`src/design/i2cx_pkg.sv`:
```
// ----------------------------------------------------------------------------
// i2cx_pkg: shared types and constants
// Command classes, queue word layout and sizes for the expander I2C master.
// ----------------------------------------------------------------------------
package i2cx_pkg;

	localparam int NUM_DEVICES = 4;   // devices swept by the multi-device read (1..4)
	localparam int NUM_REGS    = 4;
	localparam int ADDR_W      = 7;
	localparam int DATA_W      = 8;
	localparam int ACCUM_W     = 32;
	localparam int REG_IDX_W   = 2;
	localparam int QUEUE_DEPTH = 2;

	localparam logic [1:0] MODE_TICK  = 2'd0;
	localparam logic [1:0] MODE_WRITE = 2'd1;
	localparam logic [1:0] MODE_READ  = 2'd2;
	localparam logic [1:0] MODE_MULTI = 2'd3;

	// classified tick word, front to back
	typedef struct packed {
		logic              is_cmd;
		logic              is_write;
		logic              is_multi;
		logic [ADDR_W-1:0] device_address;
		logic [DATA_W-1:0] write_data;
		logic              sda_in;
	} item_t;

	// queue handshake toward the back end
	typedef struct packed {
		logic  valid;
		item_t item;
	} queue_out_t;

endpackage

```
`src/design/i2cx_front.sv`:
```
// ----------------------------------------------------------------------------
// i2cx_front: input acceptance and classification
// Decodes the mode of each incoming word and holds it in a two-entry queue.
// ----------------------------------------------------------------------------
module i2cx_front import i2cx_pkg::*; (
	input  logic                    clk,
	input  logic                    arst_n,
	input  logic                    in_valid,
	output logic                    in_ready,
	input  logic [1:0]              mode,
	input  logic [ADDR_W-1:0]       device_address,
	input  logic [DATA_W-1:0]       write_data,
	input  logic                    sda_in,
	output queue_out_t              q_out,
	input  logic                    q_pop
);

	localparam int PTR_W = $clog2(QUEUE_DEPTH);
	localparam int CNT_W = $clog2(QUEUE_DEPTH + 1);

	item_t            entry_q [QUEUE_DEPTH];
	logic [PTR_W-1:0] wr_ptr_q;
	logic [PTR_W-1:0] rd_ptr_q;
	logic [CNT_W-1:0] count_q;
	item_t            new_item;
	logic             push;
	logic             pop;

	always_comb begin
		new_item.is_cmd         = (mode != MODE_TICK);
		new_item.is_write       = (mode == MODE_WRITE);
		new_item.is_multi       = (mode == MODE_MULTI);
		new_item.device_address = device_address;
		new_item.write_data     = write_data;
		new_item.sda_in         = sda_in;
	end

	assign in_ready    = (count_q != CNT_W'(QUEUE_DEPTH));
	assign push        = in_valid && in_ready;
	assign pop         = q_pop && (count_q != '0);
	assign q_out.valid = (count_q != '0);
	assign q_out.item  = entry_q[rd_ptr_q];

	always_ff @(posedge clk) begin
		if (push) begin
			entry_q[wr_ptr_q] <= new_item;
		end
	end

	always_ff @(posedge clk or negedge arst_n) begin
		if (!arst_n) begin
			wr_ptr_q <= '0;
			rd_ptr_q <= '0;
			count_q  <= '0;
		end else begin
			if (push) begin
				wr_ptr_q <= (wr_ptr_q == PTR_W'(QUEUE_DEPTH - 1)) ? '0 : wr_ptr_q + 1'b1;
			end
			if (pop) begin
				rd_ptr_q <= (rd_ptr_q == PTR_W'(QUEUE_DEPTH - 1)) ? '0 : rd_ptr_q + 1'b1;
			end
			case ({push, pop})
				2'b10:   count_q <= count_q + 1'b1;
				2'b01:   count_q <= count_q - 1'b1;
				default: count_q <= count_q;
			endcase
		end
	end

endmodule

```
`src/design/i2cx_back.sv`:
```
// ----------------------------------------------------------------------------
// i2cx_back: bus phase machine and result register
// Advances the I2C phase machine one tick per queued word and registers
// the line levels and status as one result word.
// ----------------------------------------------------------------------------
module i2cx_back import i2cx_pkg::*; (
	input  logic                 clk,
	input  logic                 arst_n,
	input  queue_out_t           q_in,
	output logic                 q_pop,
	input  logic                 cfg_we,
	input  logic [REG_IDX_W-1:0] cfg_index,
	input  logic [ADDR_W-1:0]    cfg_data,
	output logic                 out_valid,
	input  logic                 out_ready,
	output logic                 scl_level,
	output logic                 sda_pull_low,
	output logic                 busy_res,
	output logic                 done_res,
	output logic                 ack_ok,
	output logic [ACCUM_W-1:0]   read_data
);

	localparam logic [3:0] PH_IDLE      = 4'd0;
	localparam logic [3:0] PH_START     = 4'd1;
	localparam logic [3:0] PH_ADDR      = 4'd2;
	localparam logic [3:0] PH_ADDR_ACK  = 4'd3;
	localparam logic [3:0] PH_WDATA     = 4'd4;
	localparam logic [3:0] PH_WDATA_ACK = 4'd5;
	localparam logic [3:0] PH_RDATA     = 4'd6;
	localparam logic [3:0] PH_NACK      = 4'd7;
	localparam logic [3:0] PH_STOP      = 4'd8;

	localparam logic [1:0] LAST_DEV = 2'(NUM_DEVICES - 1);

	logic [ADDR_W-1:0]  dev_addr_q [NUM_REGS];
	logic [3:0]         phase_q;
	logic [3:0]         bit_count_q;
	logic [1:0]         tick_q;
	logic [DATA_W-1:0]  shift_q;
	logic [1:0]         dev_idx_q;
	logic [ADDR_W-1:0]  cur_addr_q;
	logic               cur_write_q;
	logic               cur_multi_q;
	logic [DATA_W-1:0]  pend_q;
	logic               ack_seen_q;
	logic [ACCUM_W-1:0] accum_q;

	logic [3:0]         phase_d;
	logic [3:0]         bit_count_d;
	logic [1:0]         tick_d;
	logic [DATA_W-1:0]  shift_d;
	logic [1:0]         dev_idx_d;
	logic [ADDR_W-1:0]  cur_addr_d;
	logic               cur_write_d;
	logic               cur_multi_d;
	logic [DATA_W-1:0]  pend_d;
	logic               ack_seen_d;
	logic [ACCUM_W-1:0] accum_d;
	logic               scl_d;
	logic               pull_d;
	logic               done_d;
	logic               fire;
	logic               out_valid_q;

	assign fire      = q_in.valid && (!out_valid_q || out_ready);
	assign q_pop     = fire;
	assign out_valid = out_valid_q;

	always_comb begin
		logic [1:0] t;
		logic       fin;
		phase_d     = phase_q;
		bit_count_d = bit_count_q;
		tick_d      = tick_q;
		shift_d     = shift_q;
		dev_idx_d   = dev_idx_q;
		cur_addr_d  = cur_addr_q;
		cur_write_d = cur_write_q;
		cur_multi_d = cur_multi_q;
		pend_d      = pend_q;
		ack_seen_d  = ack_seen_q;
		accum_d     = accum_q;
		scl_d       = 1'b1;
		pull_d      = 1'b0;
		done_d      = 1'b0;

		// command taken only while idle; start runs on the same tick
		if (phase_q == PH_IDLE && q_in.item.is_cmd) begin
			cur_write_d = q_in.item.is_write;
			cur_multi_d = q_in.item.is_multi;
			pend_d      = q_in.item.write_data;
			dev_idx_d   = '0;
			cur_addr_d  = q_in.item.is_multi ? dev_addr_q[0] : q_in.item.device_address;
			ack_seen_d  = 1'b1;
			accum_d     = '0;
			bit_count_d = '0;
			tick_d      = '0;
			shift_d     = '0;
			phase_d     = PH_START;
		end

		t   = tick_d;
		fin = (t == 2'd2);
		if (phase_d != PH_IDLE) begin
			case (phase_d)
				PH_START: begin
					scl_d  = (t < 2'd2);
					pull_d = (t != 2'd0);
				end
				PH_ADDR, PH_WDATA: begin
					scl_d  = (t == 2'd1);
					pull_d = !shift_d[DATA_W-1];
				end
				PH_ADDR_ACK, PH_WDATA_ACK: begin
					scl_d = (t == 2'd1);
					if (t == 2'd1 && q_in.item.sda_in) begin
						ack_seen_d = 1'b0;
					end
				end
				PH_RDATA: begin
					scl_d = (t == 2'd1);
					if (t == 2'd1) begin
						shift_d = {shift_d[DATA_W-2:0], q_in.item.sda_in};
					end
				end
				PH_NACK: begin
					scl_d = (t == 2'd1);
				end
				default: begin
					// stop: SCL rises before SDA is released
					scl_d  = (t != 2'd0);
					pull_d = (t < 2'd2);
				end
			endcase

			tick_d = fin ? 2'd0 : t + 2'd1;
			if (fin) begin
				case (phase_d)
					PH_START: begin
						shift_d     = {cur_addr_d, !cur_write_d};
						bit_count_d = '0;
						phase_d     = PH_ADDR;
					end
					PH_ADDR, PH_WDATA: begin
						shift_d     = {shift_d[DATA_W-2:0], 1'b0};
						bit_count_d = bit_count_d + 4'd1;
						if (bit_count_d >= 4'd8) begin
							phase_d = (phase_d == PH_ADDR) ? PH_ADDR_ACK : PH_WDATA_ACK;
						end
					end
					PH_ADDR_ACK: begin
						bit_count_d = '0;
						if (cur_write_d) begin
							shift_d = pend_d;
							phase_d = PH_WDATA;
						end else begin
							shift_d = '0;
							phase_d = PH_RDATA;
						end
					end
					PH_WDATA_ACK, PH_NACK: begin
						phase_d = PH_STOP;
					end
					PH_RDATA: begin
						bit_count_d = bit_count_d + 4'd1;
						if (bit_count_d >= 4'd8) begin
							case (dev_idx_d)
								2'd0:    accum_d[7:0]   = accum_d[7:0]   | shift_d;
								2'd1:    accum_d[15:8]  = accum_d[15:8]  | shift_d;
								2'd2:    accum_d[23:16] = accum_d[23:16] | shift_d;
								default: accum_d[31:24] = accum_d[31:24] | shift_d;
							endcase
							phase_d = PH_NACK;
						end
					end
					default: begin
						if (cur_multi_d && dev_idx_d < LAST_DEV) begin
							dev_idx_d  = dev_idx_d + 2'd1;
							cur_addr_d = dev_addr_q[dev_idx_d];
							phase_d    = PH_START;
						end else begin
							phase_d = PH_IDLE;
							done_d  = 1'b1;
						end
					end
				endcase
			end
		end
	end

	always_ff @(posedge clk or negedge arst_n) begin
		if (!arst_n) begin
			dev_addr_q[0] <= 7'd32;
			dev_addr_q[1] <= 7'd33;
			dev_addr_q[2] <= 7'd34;
			dev_addr_q[3] <= 7'd35;
			phase_q       <= PH_IDLE;
			bit_count_q   <= '0;
			tick_q        <= '0;
			shift_q       <= '0;
			dev_idx_q     <= '0;
			cur_addr_q    <= '0;
			cur_write_q   <= 1'b0;
			cur_multi_q   <= 1'b0;
			pend_q        <= '0;
			ack_seen_q    <= 1'b1;
			accum_q       <= '0;
			out_valid_q   <= 1'b0;
		end else begin
			if (cfg_we) begin
				dev_addr_q[cfg_index] <= cfg_data;
			end
			if (fire) begin
				phase_q     <= phase_d;
				bit_count_q <= bit_count_d;
				tick_q      <= tick_d;
				shift_q     <= shift_d;
				dev_idx_q   <= dev_idx_d;
				cur_addr_q  <= cur_addr_d;
				cur_write_q <= cur_write_d;
				cur_multi_q <= cur_multi_d;
				pend_q      <= pend_d;
				ack_seen_q  <= ack_seen_d;
				accum_q     <= accum_d;
			end
			if (fire) begin
				out_valid_q <= 1'b1;
			end else if (out_ready) begin
				out_valid_q <= 1'b0;
			end
		end
	end

	// result payload
	always_ff @(posedge clk) begin
		if (fire) begin
			scl_level    <= scl_d;
			sda_pull_low <= pull_d;
			busy_res     <= (phase_d != PH_IDLE);
			done_res     <= done_d;
			ack_ok       <= ack_seen_d;
			read_data    <= accum_d;
		end
	end

endmodule

```
`src/design/i2c_expander_master.sv`:
```
// ----------------------------------------------------------------------------
// i2c_expander_master: tick-stepped I2C master for 8-bit port expanders
// Writes or reads one expander byte, or reads four expanders into 32 bits.
// ----------------------------------------------------------------------------
// Each input word is one bus tick and yields exactly one result word with the
// SCL level, the SDA pull-down, busy, done, the running ACK status and the
// read data. A word with a nonzero mode starts a transaction when the master
// is idle and is ignored otherwise; its start tick is driven at once. Every
// bit, start, ACK, NACK and stop spans three ticks. The block takes one word
// per clock while the queue has room: the front end decodes words into a
// two-entry queue, and the phase machine retires one queued word per cycle
// into the result register unless a result waits on out_ready; such a wait
// does not hold back input until the queue fills. Expander addresses for the
// four-device read come from registers 0..3 of the write port (reset 32..35)
// and are to be changed only while the master is idle.
module i2c_expander_master import i2cx_pkg::*; (
	input  logic                 clk,
	input  logic                 arst_n,
	input  logic                 in_valid,
	output logic                 in_ready,
	input  logic [1:0]           mode,
	input  logic [ADDR_W-1:0]    device_address,
	input  logic [DATA_W-1:0]    write_data,
	input  logic                 sda_in,
	output logic                 out_valid,
	input  logic                 out_ready,
	output logic                 scl_level,
	output logic                 sda_pull_low,
	output logic                 busy_res,
	output logic                 done_res,
	output logic                 ack_ok,
	output logic [ACCUM_W-1:0]   read_data,
	input  logic                 cfg_we,
	input  logic [REG_IDX_W-1:0] cfg_index,
	input  logic [ADDR_W-1:0]    cfg_data
);

	queue_out_t q_word;   // head of the tick queue
	logic       q_pop;

	// front: accept and classify
	i2cx_front u_front (
		.clk            (clk),
		.arst_n         (arst_n),
		.in_valid       (in_valid),
		.in_ready       (in_ready),
		.mode           (mode),
		.device_address (device_address),
		.write_data     (write_data),
		.sda_in         (sda_in),
		.q_out          (q_word),
		.q_pop          (q_pop)
	);

	// back: phase machine, address registers, result register
	i2cx_back u_back (
		.clk          (clk),
		.arst_n       (arst_n),
		.q_in         (q_word),
		.q_pop        (q_pop),
		.cfg_we       (cfg_we),
		.cfg_index    (cfg_index),
		.cfg_data     (cfg_data),
		.out_valid    (out_valid),
		.out_ready    (out_ready),
		.scl_level    (scl_level),
		.sda_pull_low (sda_pull_low),
		.busy_res     (busy_res),
		.done_res     (done_res),
		.ack_ok       (ack_ok),
		.read_data    (read_data)
	);

endmodule

```
`config.mk`:
```
export PLATFORM = sky130hd
export DESIGN_NAME = i2c_expander_master
export DESIGN_NICKNAME = d
export VERILOG_FILES = /design/src/design/i2cx_pkg.sv /design/src/design/i2cx_front.sv /design/src/design/i2cx_back.sv /design/src/design/i2c_expander_master.sv
export SDC_FILE = /design/constraint.sdc
export NUM_CORES = 1
export LEC_CHECK = 0
export ABC_AREA = 1
export BUFFER_PORTS_ARGS = -buffer_cell sky130_fd_sc_hd__buf_2
export CORE_ASPECT_RATIO = 1.75
export CORE_MARGIN = 4
export CORE_UTILIZATION = 25
export DETAILED_ROUTE_END_ITERATION = 16
export HOLD_SLACK_MARGIN = 0.06
export PLACE_DENSITY_LB_ADDON = 0.1
export REMOVE_ABC_BUFFERS = 1
export SLEW_MARGIN = 20
export SYNTH_ARGS = -nofsm -noshare
export SYNTH_HDL_FRONTEND = slang
export SYNTH_SLANG_ARGS = --single-unit
export TNS_END_PERCENT = 100
```
`constraint.sdc`:
```
create_clock -name clk -period 3.7 [get_ports clk]
set_input_delay 0.74 -clock clk [delete_from_list [all_inputs] [get_ports clk]]
set_output_delay 0.74 -clock clk [all_outputs]
set_load 0.005 [all_outputs]
```
Yosys cells after proc, flatten, opt, wreduce, memory -nomap -nowiden. Memory sizes are Yosys's and may differ from the RTL's. Index checks and enable logic that the tools add are counted.

Memory bits (read-only): 0. Output and inout port bits: 39. Memories kept: 1. Word-level logic and storage cells: 160. Input port bits: 32. Bits in registers: 140. RAM bits: 38. Bits in latches: 0.

Memory list: u_front.entry_q (depth 2, bits a word 19, read ports 1, clocked after memory_dff 0, wr ports 1, RTL line i2cx_front.sv:21) `item_t entry_q [QUEUE_DEPTH];`.

Bitwise operators: 8. Reduce and logical (&&, ||, !) cells: 30. Muxes and demuxes: 67. Multipliers: 0. Div/mod/pow operators: 0. Shift-type cells: 0. Magnitude comparators: 6. Equal/unequal tests: 16. $add $sub $neg: 7.

Operators by type and width (count): 2-to-1 mux 32 bit (5); 2-to-1 mux 8 bit (12); 2-to-1 mux 7 bit (9); 2-to-1 mux 4 bit (8); OR 8 bit (4); bitwise mux 28 bit (1); case mux 8 bit (3 select lines) (1); case mux 4 bit (5 select lines) (1); 2-to-1 mux 2 bit (9); == test 4 x 3 -> 1 bit, second input constant (4); binary-select mux 7 bit (select 2 bit) (1); demux 7 bit (select 2 bit) (1); 2-to-1 mux 1 bit (14); nonzero test 2 bit (5); OR reduction 9 bit (1); == test 2 x 1 -> 1 bit, second input constant (4); == test 2 bit, second input constant (4); == test 4 x 2 -> 1 bit, second input constant (2); case mux 4 bit (2 select lines) (1); nonzero test 4 bit (2); OR reduction 2 bit (4); logical AND 1 bit (7); OR reduction 7 bit (1); adder 2 x 1 -> 2 bit, second input constant (3); 22 further kinds (30).

Depth between registers and ports, before layout.
Depth in word-level cells: 13. Gate-level depth with buffers: 16. Mapped depth without buffers: 14.

Modules after synthesis. Synthesis repeated with hierarchy kept, for this count alone.

Cell total of the unflattened synthesis: 1003. Area total of the unflattened synthesis: 8545.7 µm².

By module, submodules not included: i2cx_back (instances 1, cells each 869, area each 6906.6 µm², sequential area each 3599.7 µm²); i2cx_front (instances 1, cells each 134, area each 1639.1 µm², sequential area each 1241.2 µm²).

Worst setup path before layout. OpenSTA, ideal clock, no wires.

Path type: input to register. Start: input out_ready. End: register u_front.count_q[1]. Setup time: 0.131 ns. Path slack: 0.468 ns. Arrival: 3.101 ns. Data required time: 3.569 ns. Stages: 7. Path buffers: 1. Cell sequence: nor2_1 > a21oi_2 > clkbuf_1 > ha_1 > a21oi_1 > o21ai_0 > xor2_1.

Word-level cells in the longest chain between the ends: 5. Elaborated cells between the ends (all ways): 7. Those cells by class: eq/ne: 2; mux: 1; reduce/logical: 4.

Ends and longest elaborated chain: start, declared (RTL line i2c_expander_master.sv:26) `input logic out_ready,`; logical OR 1 bit * (RTL line i2cx_back.sv:66) `assign fire = q_in.valid && (!out_valid_q || out_ready);`; logical AND 1 bit * (RTL line i2cx_back.sv:66); named net q_pop (RTL line i2c_expander_master.sv:39) `logic q_pop;`; logical AND 1 bit * (RTL line i2cx_front.sv:40) `assign pop = q_pop && (count_q != '0);`; == test 2 x 1 -> 1 bit / == test 2 bit (equally long branches) (RTL line i2cx_front.sv:62) `case ({push, pop})`; case mux 2 bit (2 select lines) / nonzero test 2 bit (equally long branches); end signal, assigned (RTL line i2cx_front.sv:63) `2'b10: count_q <= count_q + 1'b1;`; end signal, assigned (RTL line i2cx_front.sv:64) `2'b01: count_q <= count_q - 1'b1;`; end signal, assigned (RTL line i2cx_front.sv:65) `default: count_q <= count_q;`; end, declared (RTL line i2cx_front.sv:24) `logic [CNT_W-1:0] count_q;`.

The timed path passes the listed nets; every way through them passes the cells marked *. A chain may end at the register's enable or synchronous reset.

Final worst setup path.
Start: register u_back.phase_q[0]. End: register u_back.dev_idx_q[0].

Word-level cells in the longest chain between the ends: 9. Elaborated cells between the ends (all ways): 23. Those cells by class: add/sub: 1; order compare: 1; eq/ne: 8; mux: 8; reduce/logical: 5.

Ends and longest elaborated chain: start, declared (RTL line i2cx_back.sv:37) `logic [3:0] phase_q;`; start signal, assigned (RTL line i2cx_back.sv:215) `phase_q <= phase_d;`; zero test 4 bit (RTL line i2cx_back.sv:89) `if (phase_q == PH_IDLE && q_in.item.is_cmd) begin`; logical AND 1 bit (RTL line i2cx_back.sv:89); 2-to-1 mux 2 bit (RTL line i2cx_back.sv:89); less-than comparator 2 bit (RTL line i2cx_back.sv:178) `if (cur_multi_d && dev_idx_d < LAST_DEV) begin`; logical AND 1 bit (RTL line i2cx_back.sv:178); 2-to-1 mux 2 bit (RTL line i2cx_back.sv:178); 2-to-1 mux 2 bit (RTL line i2cx_back.sv:139) `case (phase_d)`; 2-to-1 mux 2 bit (RTL line i2cx_back.sv:138) `if (fin) begin`; 2-to-1 mux 2 bit * (RTL line i2cx_back.sv:105) `if (phase_d != PH_IDLE) begin`; end signal, assigned (RTL line i2cx_back.sv:219) `dev_idx_q <= dev_idx_d;`; end, declared (RTL line i2cx_back.sv:41) `logic [1:0] dev_idx_q;`.

Every way passes the cells marked *; elsewhere a longest branch is shown, timed or not.

==> results.toml <==
[finish]
final_nets = 1158
area_growth_syn_to_layout_pct = 16.9
antenna-diode-count = 0
drive_gt1_frac = 0.143

[route]
wire_per_inst_um = 15.5
drt_wl_total_um = 24700
vias = 6829
dr.pass1.iters = 5
drc = 0
ant_nets = 0
routed_via_density = 4.29
drt-initial-drc-count = 335

[worst_setup_path]
required_ns = 4.04
crit_arrival_ns = 2.96
slowest_stage = "dfrtp_1"
worstSetupPathType = "register to register"
critical_path_depth = 12
path_buf_inv = 3
path_delay_family = "simple AND/OR/NAND/NOR gates"
cp_cell_sequence = "nor2_2, nand2_4, inv_2, nand2_4, nand2_1, inv_1, ha_1, inv_1, nand3_2, nor3_4, nand2_4, xor2_1"
crit_path_end_kind = "register"
cpPeakStageDelay_ns = 0.44
cp_max_fo = 36
reg2reg_depth = 12
startpoint_type = "register"
critPathMostFrequentCell = "nand2_4"

[clock_network]
clk_pin_slew_ns = 0.07
cts_tree = "done"
cts_hold_buf = 0
clk-insertion-delay-late_ns = 0.46
clock-root-buffer = "clkbuf_16"
postCtsSetupRepairBufs = 0
cts.sinks = 178
numCtsBuffers = 17
post_cts_resized = 0
ctsLongestPathBuffers = 2
cts_htree_levels = 4

[placed_design]
dp_hpwl_um = 17400
pre_cts_slack_ns = 1.04
gp_congestion = 0.884
numPortBuffers = 70

[synth]
synth.avg_cell_area_um2 = 8.30
yosys.area.top_type_share = 0.270
yosysSeqAreaShare = 0.555
synth_xor_area_frac = 0.00402
synthTopCellsByArea = "dfrtp_1 (27%), edfxtp_1 (26%), nand2_1 (19%), nand3_1 (5.2%), o21ai_0 (4.3%)"
yosys.cell_types.count = 40
yosysTopAreaCell = "dfrtp_1"
yosysMostFrequentCell = "nand2_1"
netlist_instances = 1051
synthFlopType = "dfrtp_1"
synth_seq_cells = 178
yosys-top-cells-count = "nand2_1 (445), dfrtp_1 (94), nand3_1 (91)"
syn_area_mm2 = 0.00872
synth-warning-count = 0
synth-edff-count = 75
synth_top_family_by_area = "simple AND/OR/NAND/NOR gates"
synth_compound_area_frac = 0.0636
async_flop_share = 0.579
synthAdderAreaFrac = 0.0100
synth.area.mux_share = 0
synthSimpleGateAreaFrac = 0.305

[worst_hold_path]
min_path_type = "input port to async pin"

[floorplan]
chipHeight_um = 255
core_area_mm2 = 0.0345
die_area_mm2 = 0.0380
die_x_um = 149
start_util = 0.253
num_rows = 90
io_pins = 71

[power]
power_density_mw_per_mm2 = 808
leakagePower_nw = 4.93
max-vdd-ir-drop_mv = 0.584

[sta]
fin_crit_ns = 2.62
finalMaxSlewViolations = 0
final_hold_viol_count = 0
worst_slack_ns = 1.08
max_slew.worst_pin.slew_ns = 0.920
finalCritPeriodShare = 0.707
relSlewSlack = 0.384
hold_ws_ns = 0.232
grt_setup_unrepaired = "false"
clock_skew_ns = 0.0134
setup_viol = 0
fmax_mhz = 382

[global_route]
grt_pass1_wl_um = 39100
antenna_found_initial = 0
overflow = 0
grt_max_degree = 77
grtUsageTotal = 0.135
grt_pass1_vias = 6858

[status]
outcome = "finished clean"

[job]
cap_violations = 0
## layout make-up
cell class	count	area [µm²]
Clock buffer	20	437
Clock inverter	12	158
Fill cell	3794	24300
Inverter	93	352
Multi-Input combinational cell	743	3350
Sequential cell	178	4840
Tap cell	460	576
Timing Repair Buffer	86	485
## cells in the final DEF (no fill, tap or decap), types with 9 or more instances in the layout
master,synthesis,routed
inv_1,84,84
o21ai_1,9,9
edfxtp_1,75,75
buf_4,9,16
buf_2,8,69
nand2_1,445,445
dfstp_2,9,9
o21ai_0,75,75
clkbuf_16,0,17
dfrtp_1,94,94
nand3_1,91,91
nand4_1,9,9
nor2_1,52,51
a21oi_1,10,10
## through the flow
stage	instances	setup TNS [ns]	util	instance area, µm²	total power [mW]
2_1_floorplan	1014	-79.85	-	8530	5.11
3_3_place_gp	1560	0	0.279	9600	6.50
3_5_place_dp	1560	0	0.279	9600	6.50
4_1_cts	1592	0	0.296	10200	8.42
5_1_grt	1592	0	0.296	10200	8.90
6_report	1592	0	0.296	10200	8.24
## worst paths after layout
path	from	end	slack, ns
worst max-delay path	u_back.phase_q[0]	u_back.dev_idx_q[0]	1.08
worst min-delay path	arst_n	u_back.pend_q[1]	0.23
worst max register to register	u_back.phase_q[0]	u_back.dev_idx_q[0]	1.08
worst min register to register	u_back.shift_q[7]	u_back.shift_q[7]	0.48
max in group asynchronous	arst_n	u_back.dev_addr_q[0]	2.63
min in group clk	device_address[5]	u_front.entry_q[0][14]	0.46
## cells by family after synthesis
kind of cell / after synthesis
xor+xnor: 4
compound gates: 105
fa+ha+maj: 7
flops: 178
simple gates: 627
buf+inv: 130
## power breakdown
group	internal [mW]	switching (mW)	leakage, nW
Combinational	0.977	2.46	2.61
Clock	1.06	0.820	0.281
Sequential	2.67	0.236	2.04
## worst reg2reg max path: stages, from the launching register on
cell	delay, ns
dfrtp_1	0.44
nor2_2	0.20
nand2_4	0.11
inv_2	0.08
nand2_4	0.26
nand2_1	0.27
inv_1	0.12
ha_1	0.21
inv_1	0.07
nand3_2	0.09
nor3_4	0.38
nand2_4	0.12
xor2_1	0.16
## registers in the layout, summed over array words and instances, names as in the netlist
name and cells:
u_back.dev_idx_q 2, u_back.phase_q 4, u_front.count_q 2, u_back.sda_pull_low 1, u_back.busy_res 1, u_back.accum_q 32, u_back.cur_write_q 1, u_front.rd_ptr_q 1
u_front.wr_ptr_q 1, u_back.read_data 32, u_back.out_valid 1, u_back.ack_ok 1, u_back.dev_addr_q 28, u_back.ack_seen_q 1, u_back.scl_level 1, u_back.tick_q 2
u_back.pend_q 8, u_back.cur_addr_q 7, u_back.done_res 1, u_back.shift_q 8, u_back.bit_count_q 4, u_back.cur_multi_q 1, u_front.entry_q 38
## metal layers
metal	wire [µm]	track usage	vias to the layer above
met4	586	0.0555	0
li1	-	-	3502
met2	13200	0.250	111
met1	10300	0.154	3192
met5	0	0	-
met3	619	0.0188	24
Note: power is estimated with default switching activity, not from simulation.
